File: config.mk
export PLATFORM = sky130hd
export DESIGN_NAME = sector_cache_clock_replacement_core
export DESIGN_NICKNAME = d
export VERILOG_FILES = /design/src/sv/scc_pkg.sv /design/src/sv/scc_ctrl.sv /design/src/sv/scc_dpath.sv /design/src/sv/sector_cache_clock_replacement_core.sv
export SDC_FILE = /design/constraint.sdc
export NUM_CORES = 2
export LEC_CHECK = 0
export BUFFER_PORTS_ARGS = -buffer_cell sky130_fd_sc_hd__buf_2
export CORE_MARGIN = 10
export CORE_UTILIZATION = 50
export DETAILED_ROUTE_END_ITERATION = 12
export HOLD_SLACK_MARGIN = 0.06
export PLACE_DENSITY = 0.63
export SYNTH_ARGS = -nofsm -noshare
export SYNTH_HDL_FRONTEND = slang
export SYNTH_SLANG_ARGS = --single-unit
File: constraint.sdc
create_clock -name clk_i -period 5.19 [get_ports clk_i]
set_clock_uncertainty 0.05 [all_clocks]
set_input_delay 1.038 -clock clk_i [delete_from_list [all_inputs] [get_ports clk_i]]
set_output_delay 1.038 -clock clk_i [all_outputs]
set_load 0.01 [all_outputs]
File: src/sv/scc_pkg.sv
`timescale 1ns / 1ps
`default_nettype none

package scc_pkg;

  localparam int unsigned MODE_W      = 2;
  localparam int unsigned STATUS_W    = 3;
  localparam int unsigned SLOT_W      = 6;
  localparam int unsigned SECTOR_W    = 32;
  localparam int unsigned MAX_RESULTS = 64;
  localparam int unsigned CNT_W       = $clog2(MAX_RESULTS + 1);

  typedef enum logic [MODE_W-1:0] {
    MODE_READ  = 2'd0,
    MODE_WRITE = 2'd1,
    MODE_FLUSH = 2'd2
  } mode_e;

  typedef enum logic [STATUS_W-1:0] {
    ST_HIT         = 3'd0,
    ST_MISS_FREE   = 3'd1,
    ST_MISS_CLEAN  = 3'd2,
    ST_MISS_DIRTY  = 3'd3,
    ST_FLUSH_WB    = 3'd4,
    ST_FLUSH_NONE  = 3'd5
  } status_e;

  typedef enum logic [2:0] {
    S_IDLE,
    S_LOOKUP,
    S_HIT,
    S_SWEEP,
    S_VICTIM,
    S_FL_SCAN,
    S_FL_CAP,
    S_FL_END
  } ctrl_state_e;

  // Commands from the controller to the datapath, at most one per cycle.
  typedef struct packed {
    logic start;
    logic probe;
    logic hit_upd;
    logic hand_adv;
    logic victim_rd;
    logic victim_upd;
    logic fl_next;
    logic fl_rd;
    logic fl_cap;
    logic fl_end;
  } dp_cmd_t;

  typedef struct packed {
    logic hit;
    logic cmp_last;
    logic hand_take;
    logic fl_dirty;
    logic idx_last;
    logic cnt_last;
    logic out_busy;
    logic pend_busy;
  } dp_stat_t;

endpackage

`default_nettype wire

File: src/sv/scc_ctrl.sv
`timescale 1ns / 1ps
`default_nettype none

module scc_ctrl (
  input  logic                          clk_i,
  input  logic                          rst_ni,
  input  logic                          in_valid_i,
  output logic                          in_ready_o,
  input  logic [scc_pkg::MODE_W-1:0]    mode_i,
  input  scc_pkg::dp_stat_t             stat_i,
  output scc_pkg::dp_cmd_t              cmd_o
);
  import scc_pkg::*;

  ctrl_state_e state_q, state_d;

  always_ff @(posedge clk_i or negedge rst_ni) begin
    if (!rst_ni) begin
      state_q <= S_IDLE;
    end else begin
      state_q <= state_d;
    end
  end

  always_comb begin
    state_d    = state_q;
    cmd_o      = '0;
    in_ready_o = 1'b0;
    unique case (state_q)
      S_IDLE: begin
        in_ready_o = 1'b1;
        if (in_valid_i) begin
          cmd_o.start = 1'b1;
          unique case (mode_i)
            MODE_READ, MODE_WRITE: state_d = S_LOOKUP;
            MODE_FLUSH:            state_d = S_FL_SCAN;
            default:               state_d = S_IDLE;  // drop unknown requests
          endcase
        end
      end
      S_LOOKUP: begin
        if (stat_i.hit) begin
          state_d = S_HIT;
        end else if (stat_i.cmp_last) begin
          state_d = S_SWEEP;
        end else begin
          cmd_o.probe = 1'b1;
        end
      end
      S_HIT: begin
        if (!stat_i.out_busy) begin
          cmd_o.hit_upd = 1'b1;
          state_d       = S_IDLE;
        end
      end
      S_SWEEP: begin
        if (stat_i.hand_take) begin
          cmd_o.victim_rd = 1'b1;
          state_d         = S_VICTIM;
        end else begin
          cmd_o.hand_adv = 1'b1;
        end
      end
      S_VICTIM: begin
        if (!stat_i.out_busy) begin
          cmd_o.victim_upd = 1'b1;
          state_d          = S_IDLE;
        end
      end
      S_FL_SCAN: begin
        if (stat_i.fl_dirty) begin
          cmd_o.fl_rd = 1'b1;
          state_d     = S_FL_CAP;
        end else if (stat_i.idx_last) begin
          state_d = S_FL_END;
        end else begin
          cmd_o.fl_next = 1'b1;
        end
      end
      S_FL_CAP: begin
        if (!stat_i.pend_busy) begin
          cmd_o.fl_cap = 1'b1;
          state_d      = (stat_i.idx_last || stat_i.cnt_last) ? S_FL_END : S_FL_SCAN;
        end
      end
      S_FL_END: begin
        if (!stat_i.out_busy) begin
          cmd_o.fl_end = 1'b1;
          state_d      = S_IDLE;
        end
      end
    endcase
  end

endmodule

`default_nettype wire

File: src/sv/scc_dpath.sv
`timescale 1ns / 1ps
`default_nettype none

module scc_dpath #(
  parameter int unsigned SLOTS       = 64,
  parameter int unsigned SECTOR_BITS = 32
) (
  input  logic                          clk_i,
  input  logic                          rst_ni,
  input  logic [scc_pkg::MODE_W-1:0]    mode_i,
  input  logic [scc_pkg::SECTOR_W-1:0]  sector_i,
  input  scc_pkg::dp_cmd_t              cmd_i,
  output scc_pkg::dp_stat_t             stat_o,
  output logic                          out_valid_o,
  input  logic                          out_ready_i,
  output logic [scc_pkg::STATUS_W-1:0]  status_o,
  output logic [scc_pkg::SLOT_W-1:0]    slot_o,
  output logic                          writeback_needed_o,
  output logic [scc_pkg::SECTOR_W-1:0]  writeback_sector_o,
  output logic                          fill_needed_o,
  output logic                          last_o
);
  import scc_pkg::*;

  localparam int unsigned IDX_W = $clog2(SLOTS);
  localparam int unsigned TAG_W = (SECTOR_BITS < SECTOR_W) ? SECTOR_BITS : SECTOR_W;
  localparam logic [IDX_W-1:0] IDX_MAX = IDX_W'(SLOTS - 1);

  // Tag store: one write and one registered read port
  logic [TAG_W-1:0] tag_mem [SLOTS];
  logic [TAG_W-1:0] tag_rd_q;
  logic [IDX_W-1:0] rd_addr;
  logic             rd_en;

  logic [SLOTS-1:0] valid_q, dirty_q, ref_q;
  logic [IDX_W-1:0] hand_q, idx_q, cmp_idx_q, pend_slot_q;
  logic             cmp_vld_q, pend_vld_q, is_write_q;
  logic [TAG_W-1:0] req_tag_q, pend_tag_q;
  logic [CNT_W-1:0] cnt_q;
  logic             push, out_busy;

  logic [IDX_W-1:0] hand_inc, idx_inc;

  assign hand_inc = (hand_q == IDX_MAX) ? '0 : hand_q + 1'b1;
  assign idx_inc  = (idx_q == IDX_MAX) ? '0 : idx_q + 1'b1;
  assign out_busy = out_valid_o && !out_ready_i;

  assign rd_en   = cmd_i.probe || cmd_i.fl_rd || cmd_i.victim_rd;
  assign rd_addr = cmd_i.victim_rd ? hand_q : idx_q;

  always_ff @(posedge clk_i) begin
    if (cmd_i.victim_upd) begin
      tag_mem[hand_q] <= req_tag_q;
    end
    if (rd_en) begin
      tag_rd_q <= tag_mem[rd_addr];
    end
  end

  assign stat_o.hit       = cmp_vld_q && valid_q[cmp_idx_q] && (tag_rd_q == req_tag_q);
  assign stat_o.cmp_last  = cmp_vld_q && (cmp_idx_q == IDX_MAX);
  assign stat_o.hand_take = !valid_q[hand_q] || !ref_q[hand_q];
  assign stat_o.fl_dirty  = valid_q[idx_q] && dirty_q[idx_q];
  assign stat_o.idx_last  = (idx_q == IDX_MAX);
  assign stat_o.cnt_last  = (cnt_q == CNT_W'(MAX_RESULTS - 1));
  assign stat_o.out_busy  = out_busy;
  assign stat_o.pend_busy = pend_vld_q && out_busy;

  // Request, scan and slot state
  always_ff @(posedge clk_i or negedge rst_ni) begin
    if (!rst_ni) begin
      valid_q    <= '0;
      dirty_q    <= '0;
      ref_q      <= '0;
      hand_q     <= '0;
      idx_q      <= '0;
      cmp_idx_q  <= '0;
      cmp_vld_q  <= 1'b0;
      pend_vld_q <= 1'b0;
      cnt_q      <= '0;
    end else begin
      cmp_vld_q <= cmd_i.probe;
      if (cmd_i.start) begin
        idx_q      <= '0;
        cnt_q      <= '0;
        pend_vld_q <= 1'b0;
      end
      if (cmd_i.probe) begin
        cmp_idx_q <= idx_q;
        idx_q     <= idx_inc;
      end
      if (cmd_i.hit_upd) begin
        ref_q[cmp_idx_q] <= 1'b1;
        if (is_write_q) begin
          dirty_q[cmp_idx_q] <= 1'b1;
        end
      end
      if (cmd_i.hand_adv) begin
        ref_q[hand_q] <= 1'b0;
        hand_q        <= hand_inc;
      end
      if (cmd_i.victim_upd) begin
        valid_q[hand_q] <= 1'b1;
        dirty_q[hand_q] <= is_write_q;
        ref_q[hand_q]   <= 1'b1;
      end
      if (cmd_i.fl_next) begin
        idx_q <= idx_inc;
      end
      if (cmd_i.fl_cap) begin
        dirty_q[idx_q] <= 1'b0;
        pend_vld_q     <= 1'b1;
        cnt_q          <= cnt_q + 1'b1;
        idx_q          <= idx_inc;
      end
      if (cmd_i.fl_end) begin
        pend_vld_q <= 1'b0;
      end
    end
  end

  always_ff @(posedge clk_i) begin
    if (cmd_i.start) begin
      req_tag_q  <= sector_i[TAG_W-1:0];
      is_write_q <= (mode_i == MODE_WRITE);
    end
    if (cmd_i.fl_cap) begin
      pend_slot_q <= idx_q;
      pend_tag_q  <= tag_rd_q;
    end
  end

  // Output register
  assign push = cmd_i.hit_upd || cmd_i.victim_upd || cmd_i.fl_end ||
                (cmd_i.fl_cap && pend_vld_q);

  always_ff @(posedge clk_i or negedge rst_ni) begin
    if (!rst_ni) begin
      out_valid_o <= 1'b0;
    end else if (push) begin
      out_valid_o <= 1'b1;
    end else if (out_ready_i) begin
      out_valid_o <= 1'b0;
    end
  end

  always_ff @(posedge clk_i) begin
    priority if (cmd_i.hit_upd) begin
      status_o           <= ST_HIT;
      slot_o             <= SLOT_W'(cmp_idx_q);
      writeback_needed_o <= 1'b0;
      writeback_sector_o <= '0;
      fill_needed_o      <= 1'b0;
      last_o             <= 1'b1;
    end else if (cmd_i.victim_upd) begin
      if (!valid_q[hand_q]) begin
        status_o <= ST_MISS_FREE;
      end else if (dirty_q[hand_q]) begin
        status_o <= ST_MISS_DIRTY;
      end else begin
        status_o <= ST_MISS_CLEAN;
      end
      slot_o             <= SLOT_W'(hand_q);
      writeback_needed_o <= valid_q[hand_q] && dirty_q[hand_q];
      writeback_sector_o <= (valid_q[hand_q] && dirty_q[hand_q]) ?
                            SECTOR_W'(tag_rd_q) : '0;
      fill_needed_o      <= 1'b1;
      last_o             <= 1'b1;
    end else if (cmd_i.fl_end && !pend_vld_q) begin
      status_o           <= ST_FLUSH_NONE;
      slot_o             <= '0;
      writeback_needed_o <= 1'b0;
      writeback_sector_o <= '0;
      fill_needed_o      <= 1'b0;
      last_o             <= 1'b1;
    end else if (cmd_i.fl_end || (cmd_i.fl_cap && pend_vld_q)) begin
      // release the held flush item; it is final only at the end of the walk
      status_o           <= ST_FLUSH_WB;
      slot_o             <= SLOT_W'(pend_slot_q);
      writeback_needed_o <= 1'b1;
      writeback_sector_o <= SECTOR_W'(pend_tag_q);
      fill_needed_o      <= 1'b0;
      last_o             <= cmd_i.fl_end;
    end else begin
      status_o <= status_o;
    end
  end

  a_one_cmd: assert property (@(posedge clk_i) disable iff (!rst_ni)
    $onehot0(cmd_i))
    else $error("more than one datapath command");

  a_push_free: assert property (@(posedge clk_i) disable iff (!rst_ni)
    push |-> !out_busy)
    else $error("result pushed over an untaken result");

  a_flush_dirty: assert property (@(posedge clk_i) disable iff (!rst_ni)
    cmd_i.fl_cap |-> (valid_q[idx_q] && dirty_q[idx_q]))
    else $error("flush captured a clean or invalid slot");

  a_victim_installed: assert property (@(posedge clk_i) disable iff (!rst_ni)
    cmd_i.victim_upd |=> (valid_q[hand_q] && ref_q[hand_q]))
    else $error("victim slot not installed");

endmodule

`default_nettype wire

File: src/sv/sector_cache_clock_replacement_core.sv
`timescale 1ns / 1ps
`default_nettype none

// Channel  Direction  Handshake              Payload
// in       input      in_valid_i/in_ready_o  mode_i, sector_i
// out      output     out_valid_o/out_ready_i status_o, slot_o, writeback_needed_o,
//                                            writeback_sector_o, fill_needed_o, last_o
//
// One request at a time. Lookup reads the tag memory one slot per cycle up to
// a hit or miss decision; a miss then sweeps the clock hand one slot per cycle
// to a victim, then reads the victim slot and installs the new tag there.
// Flush walks clean slots one per cycle; each dirty slot is read and then captured.
// Reset clears valid, dirty and reference bits and the hand; tags are not cleared.
// A stalled output holds the controller only where it has a result to place.
module sector_cache_clock_replacement_core #(
  parameter int unsigned SLOTS       = 64,
  parameter int unsigned SECTOR_BITS = 32
) (
  input  logic                          clk_i,
  input  logic                          rst_ni,
  input  logic                          in_valid_i,
  output logic                          in_ready_o,
  input  logic [scc_pkg::MODE_W-1:0]    mode_i,
  input  logic [scc_pkg::SECTOR_W-1:0]  sector_i,
  output logic                          out_valid_o,
  input  logic                          out_ready_i,
  output logic [scc_pkg::STATUS_W-1:0]  status_o,
  output logic [scc_pkg::SLOT_W-1:0]    slot_o,
  output logic                          writeback_needed_o,
  output logic [scc_pkg::SECTOR_W-1:0]  writeback_sector_o,
  output logic                          fill_needed_o,
  output logic                          last_o
);
  import scc_pkg::*;

  dp_cmd_t  cmd;
  dp_stat_t stat;

  scc_ctrl u_ctrl (
    .clk_i      (clk_i),
    .rst_ni     (rst_ni),
    .in_valid_i (in_valid_i),
    .in_ready_o (in_ready_o),
    .mode_i     (mode_i),
    .stat_i     (stat),
    .cmd_o      (cmd)
  );

  scc_dpath #(
    .SLOTS       (SLOTS),
    .SECTOR_BITS (SECTOR_BITS)
  ) u_dpath (
    .clk_i              (clk_i),
    .rst_ni             (rst_ni),
    .mode_i             (mode_i),
    .sector_i           (sector_i),
    .cmd_i              (cmd),
    .stat_o             (stat),
    .out_valid_o        (out_valid_o),
    .out_ready_i        (out_ready_i),
    .status_o           (status_o),
    .slot_o             (slot_o),
    .writeback_needed_o (writeback_needed_o),
    .writeback_sector_o (writeback_sector_o),
    .fill_needed_o      (fill_needed_o),
    .last_o             (last_o)
  );

endmodule

`default_nettype wire
## Word-level counts from Yosys, hierarchy flattened

Memory sizes are Yosys's and may differ from the RTL's. A register that Yosys moved wholly into a read port is not among the register bits.
Cells that the tools add are included.
W data, S select, Z words.

| cells by class | value |
|---|---|
| $lt $le $gt $ge | 6 |
| div/mod/pow operators | 0 |
| mux-type cells | 91 |
| shift-type cells | 0 |
| bitwise logic cells | 8 |
| add/sub/neg operators | 3 |
| reduce and logical (&&, ||, !) cells | 36 |
| multiply operators | 0 |
| equal/unequal tests | 20 |

Operator list:

| operator | count |
|---|---|
| $mux W64 | 7 |
| $or A64 B64 Y64 | 4 |
| $and A64 B64 Y64 | 2 |
| $mux W32 | 4 |
| $not A64 Y64 | 2 |
| $mux W6 | 11 |
| $bwmux W64 | 1 |
| $mux W1 | 40 |
| $bmux W1 S6 | 6 |
| $mux W3 | 12 |
| $eq A32 B32 Y1 | 1 |
| $lt A6 B7 Y1 const B | 3 |
| $demux W1 S6 | 3 |
| $eq A6 B6 Y1 const B | 3 |
| $ge A6 B1 Y1 const B | 3 |
| $pmux W3 S6 | 1 |
| $mux W7 | 2 |
| $add A6 B1 Y6 const B | 2 |
| $eq A3 B3 Y1 const B | 4 |
| $logic_and A1 B1 Y1 | 12 |
| $logic_or A1 B1 Y1 | 8 |
| $ne A2 B2 Y1 const B | 4 |
| $reduce_bool A4 Y1 | 2 |
| $add A7 B1 Y7 const B | 1 |
| 17 further kinds | 26 |

| word-level totals | value |
|---|---|
| flip-flop bits (word level) | 338 |
| bits in latches | 0 |
| output and inout port bits | 46 |
| memories kept | 1 |
| ROM bits | 0 |
| input port bits | 38 |
| bits in writable memories | 2048 |

Memory list:

| name | words | bits a word | read ports | clocked after memory_dff | write ports | RTL line | text |
|---|---|---|---|---|---|---|---|
| u_dpath.tag_mem | 64 | 32 | 1 | 1 | 1 | scc_dpath.sv:30 | `logic [TAG_W-1:0] tag_mem [SLOTS];` |

## Logic depth before layout (Yosys ltp)

| depth | value |
|---|---|
| depth in word-level cells | 11 |
| depth in mapped cells | 21 |
| depth with buffers taken out | 12 |

## By module

From an unflattened synthesis, not the netlist that was laid out.

| unflattened totals | value |
|---|---|
| cell total of the unflattened synthesis | 6769 |
| area, all modules | 97489.8 µm² |

Modules (own cells, without submodules):

| module | instances | cells each | area each (µm²) |
|---|---|---|---|
| scc_dpath | 1 | 6711 | 97096.9 |
| scc_ctrl | 1 | 58 | 392.9 |

## Worst setup path after synthesis

No wires, ideal clock.

| path | value |
|---|---|
| path type | flip-flop to flip-flop |
| start point | register u_dpath.hand_q[0] |
| end point | register u_dpath.tag_rd_q[12], read port of u_dpath.tag_mem (data pin) |
| arrival time | 4.196 ns |
| setup slack | 0.678 ns |
| stages on the path, launching flop included | 19 |
| path buffers | 7 |
| required time | 4.875 ns |
| path through | dfrtp_1 -> buf_6 -> and2_1 -> buf_6 -> buf_6 -> a221o_1 -> a21oi_1 -> o22ai_1 -> or4_1 -> buf_2 -> a21boi_4 -> buf_6 -> mux2i_1 -> clkbuf_1 -> buf_1 -> mux4_2 -> nand3_1 -> nand3_1 -> or3_1 |

| between the ends | value |
|---|---|
| longest elaborated chain between the ends | 7 |
| elaborated cells between the ends (all ways) | 11 |
| classes of those cells | mux (7); reduce/logical (4) |

RTL lines:

| item | RTL line | text |
|---|---|---|
| from (decl) | scc_dpath.sv:36 | `logic [IDX_W-1:0] hand_q, idx_q, cmp_idx_q, pend_slot_q;` |
| from (signal assigned) | scc_dpath.sv:100 | `hand_q <= hand_inc;` |
| $bmux W1 S6 | scc_dpath.sv:62 | `assign stat_o.hand_take = !valid_q[hand_q] \|\| !ref_q[hand_q];` |
| $mux W1 (not written as such) | scc_dpath.sv:62 |  |
| $logic_not A1 Y1 (on tied branches) | - |  |
| $logic_or A1 B1 Y1 | scc_dpath.sv:62 |  |
| $mux W1 | scc_ctrl.sv:57 | `if (stat_i.hand_take) begin` |
| $mux W2 | scc_ctrl.sv:29 | `unique case (state_q)` |
| $mux W6 or $logic_or A1 B1 Y1 (tied branches) | scc_dpath.sv:49, scc_dpath.sv:48 |  |
| to (decl) | scc_dpath.sv:31 | `logic [TAG_W-1:0] tag_rd_q;` |

Several ways; a longest one is shown, not always the timed one. The select of a mux whose other input is x is not followed.
A chain may end at the register's enable or synchronous reset.

## Worst setup path in the final report

| path | value |
|---|---|
| start point | register u_dpath.hand_q[2] |
| end point | register u_dpath.tag_rd_q[5], read port of u_dpath.tag_mem (data pin) |

The elaborated chain is that of the path after synthesis.

==> metrics.txt <==
violations in the final reports=setup timing; RSZ-0062 raised after global routing=true; worst vdd ir=0.3061 mV; Post-synth ARST share=9.222%; Synth Area in Compound Gates=9.649%; Post-Synth Simple-Gate Area=8.141%; vias per cell=6.583; overall die height=462.1 um; clock latency on the worst-skew pair=0.91 ns; EDFF count, synth=2,157; maxcap violations=0; most common cell in the netlist=edfxtp_1; die area=213,600 sq um; Hold Buf Count CTS=0; synthesized cell area=97,740 sq um; Fill cells=14.79k; initial antenna violation count=24; row cnt=162; via count=66.28k; setup TNS=-0.4270 ns; post-synthesis register bit count=2,418; Final setup viols=6; sequential share of the synthesized area=72.76%; Routed Antenna Nets=0; Synth top area share=66.27%; Worst Setup End Kind=register; r2r worst-path depth=19; Nets=7,362; Post-Synth Adder-Cell Area=0.03840%; PortBufs=83; Netlist cell types=75; Synth Net Count=6,738; Top Usage Layer GRT=met2; met1 usage=44.53%; Post-Synth XOR/XNOR Area=0.3315%; relative slew slack=22.13%; Worst-Margin Slew=1.168 ns; largest family of logic cells by synthesized area=compound AO/OA/AOI/OAI gates; worst setup margin=-0.1651 ns; WL/cell=34.89 um; share of cells above drive strength 1=21.41%; clk sinks=2,418; initial core utilization=50.23%; leak pwr=39.31 nW; first-pass GRT wire length=483,400 um; CTS tree=done; Clock transition at path regs=0.06 ns; Max Fclk=0.1867 GHz; Mapped Cells=6,697; Post-DP HPWL=220,900 um; met3 GRT Util=7.902%; Final Max Tran Viols=0; top_reg_cell synth=edfxtp_1; 1st-iter DRT viols=10.66k; GR Overflow Total=0; Longest Clk Path Bufs=3; Critical Path Fanout Max=12; area leader, netlist=edfxtp_1; Pwr Density=326.3 nW/um^2; GR Layer Usage met2=47.68%; Synth top cells by count=edfxtp_1, nand2_1, a21oi_1; io pins=84; largest net degree at the start of global routing=113; Setup CP Type=reg -> reg; DRC=0; CP Launch Type=register; multi-input logic area=25,490 sq um; Pre-antenna DRT Iters=6; total CTS buffers=237; status=finished, violations left; critical path arrival=5.94 ns; RD Place Congestion=0.9948; Tcrit/Tclk final=103.2%; CTS root buf=clkbuf_16; die width=462.1 um; Setup WS pre-CTS=-0.7803 ns; GRT Total Usage=31.99%; mux cell area share after synthesis=6.760%; Routed Wire Length=351,300 um; YS warnings=0; register area=71,120 sq um; final hold violations=0; Final min period=5.355 ns; WP data required=5.77 ns; Synth area leaders=edfxtp_1, dfrtp_1, nand2_1, mux2i_1, a21oi_1; Worst Hold Class=in -> async; core area=194,600 sq um; vias in the first global route=62.36k; Post-Syn Area per Cell=14.59 sq um; area delta synth->final=18.71%; htree depth=4
==> through the flow <==
stage / area (sq um) / hold WS (ns) / utilization (%) / instances / total power [mW]
after floorplan: 97740 / 0.3731 / - / 6697 / 21.31
after global placement: 106000 / 0.4138 / 54.50 / 9497 / 21.37
after detailed placement: 106000 / 0.4267 / 54.50 / 9497 / 21.37
after CTS: 114300 / 0.2204 / 58.75 / 9967 / 37.95
after global routing: 116000 / 0.2231 / 59.61 / 10057 / 38.78
final: 116000 / 0.1540 / 59.63 / 10068 / 37.85
==> cell families (layout without fill, tap and decap cells) <==
family                     count (synthesis)  in the layout
AOI/OAI and AO/OA                       1427           1427
xor gates and xnor gates                  37             37
adders and majority gates                  3              3
buffers and inverters                    503           1321
DFF                                     2418           2418
muxes                                    510            510
other                                      0             11
and+or+nand+nor                         1799           1799
==> critical path: stages (launching register included) <==
cell and delay, ns:
dfrtp_4 0.53, buf_12 0.18, buf_4 0.16, mux2i_1 0.19, o22a_1 0.16, o21ai_1 0.10, a22o_1 0.23, or4_4 0.59
a21boi_4 0.28, buf_6 0.15, mux2i_4 0.28, buf_12 0.16, buf_16 0.19, buf_12 0.19, buf_12 0.14, a32oi_4 0.11
a211oi_4 0.40, buf_6 0.17, nand4_1 0.40, or3_1 0.46
==> cell type report <==
class | count | area share [%]
Antenna cell | 11 | 0.02372
Clock buffer | 313 | 5.517
Clock inverter | 120 | 0.9727
Inverter | 62 | 0.2006
Multi-Input combinational cell | 3776 | 21.97
Sequential cell | 2418 | 61.30
Tap cell | 2542 | 2.741
Timing Repair Buffer | 826 | 7.275
==> cell usage in the layout, fill, tap and decap left out, types with 38 or more instances in the layout <==
cell       synthesis  layout
clkinv_1           1      45
dfxtp_1           38      38
o22ai_1          190     185
nand3_1          253     244
buf_2            111      82
o21ai_0           66      64
clkbuf_1         227      62
a211oi_1          65      59
dfrtp_1          223     217
edfxtp_1        2157    2157
nand4_1           76      76
a31oi_1           55      52
a22oi_1           87      87
a21oi_1          577     543
buf_12             0     138
a32oi_1           50      47
clkbuf_16          0     254
mux4_2           117     117
nand2_1          996     996
buf_4             13     545
clkinv_2           0      40
o32ai_1           41      40
inv_2              1      49
mux2i_1          362     344
nor2_1           202     182
or2_2             66      66
a221oi_1         146     129
==> repair_timing <==
item | in CTS | in global routing
pin swaps | 19 | 71
endpoints found under the hold margin | 0 | 0
gates resized for setup | 59 | 145
buffers inserted | 33 | 81
setup endpoints to repair | 32 | 32
gates cloned | 5 | 14
==> metal layers <==
metal / vias to the layer above / share of wire [%]
met5: - / 0.019
met4: 12 / 5.4
met3: 779 / 12
met2: 4558 / 44
met1: 33627 / 38
li1: 27301 / -
==> state kept, by name (all words and copies together), names as in the netlist, 7 cells and up <==
name and flops:
u_dpath.req_tag_q 32, u_dpath.dirty_q 64, u_dpath.tag_rd_q 32, u_dpath.writeback_sector_o 32, u_dpath.ref_q 64, u_dpath.pend_tag_q 32
u_dpath.cnt_q 7, u_dpath.tag_mem 2048, u_dpath.valid_q 64
==> final timing paths <==
path | startpoint | endpoint | slack, ns
max in group asynchronous | rst_ni | u_dpath.dirty_q[51]$_DFF_PN0_ | 4.04
worst max-delay path | u_dpath.hand_q[2]$_DFFE_PN0N_ | u_dpath.tag_rd_q[5]$_DFFE_PP_ | -0.17
worst max register to register | u_dpath.hand_q[2]$_DFFE_PN0N_ | u_dpath.tag_rd_q[5]$_DFFE_PP_ | -0.17
worst min register to register | u_dpath.status_o[0]$_SDFFE_PP0P_ | u_dpath.status_o[0]$_SDFFE_PP0P_ | 0.44
min in group clk_i | sector_i[31] | u_dpath.req_tag_q[31]$_DFFE_PP_ | 0.27
worst min-delay path | rst_ni | u_dpath.ref_q[43]$_DFF_PN0_ | 0.15
==> report_power, final <==
group | switching (mW) | internal (mW)
Clock | 7.46 | 9.44
Sequential | 0 | 20.9
Combinational | 0.0425 | 0.0140
Power figures use the tool's default switching activity.
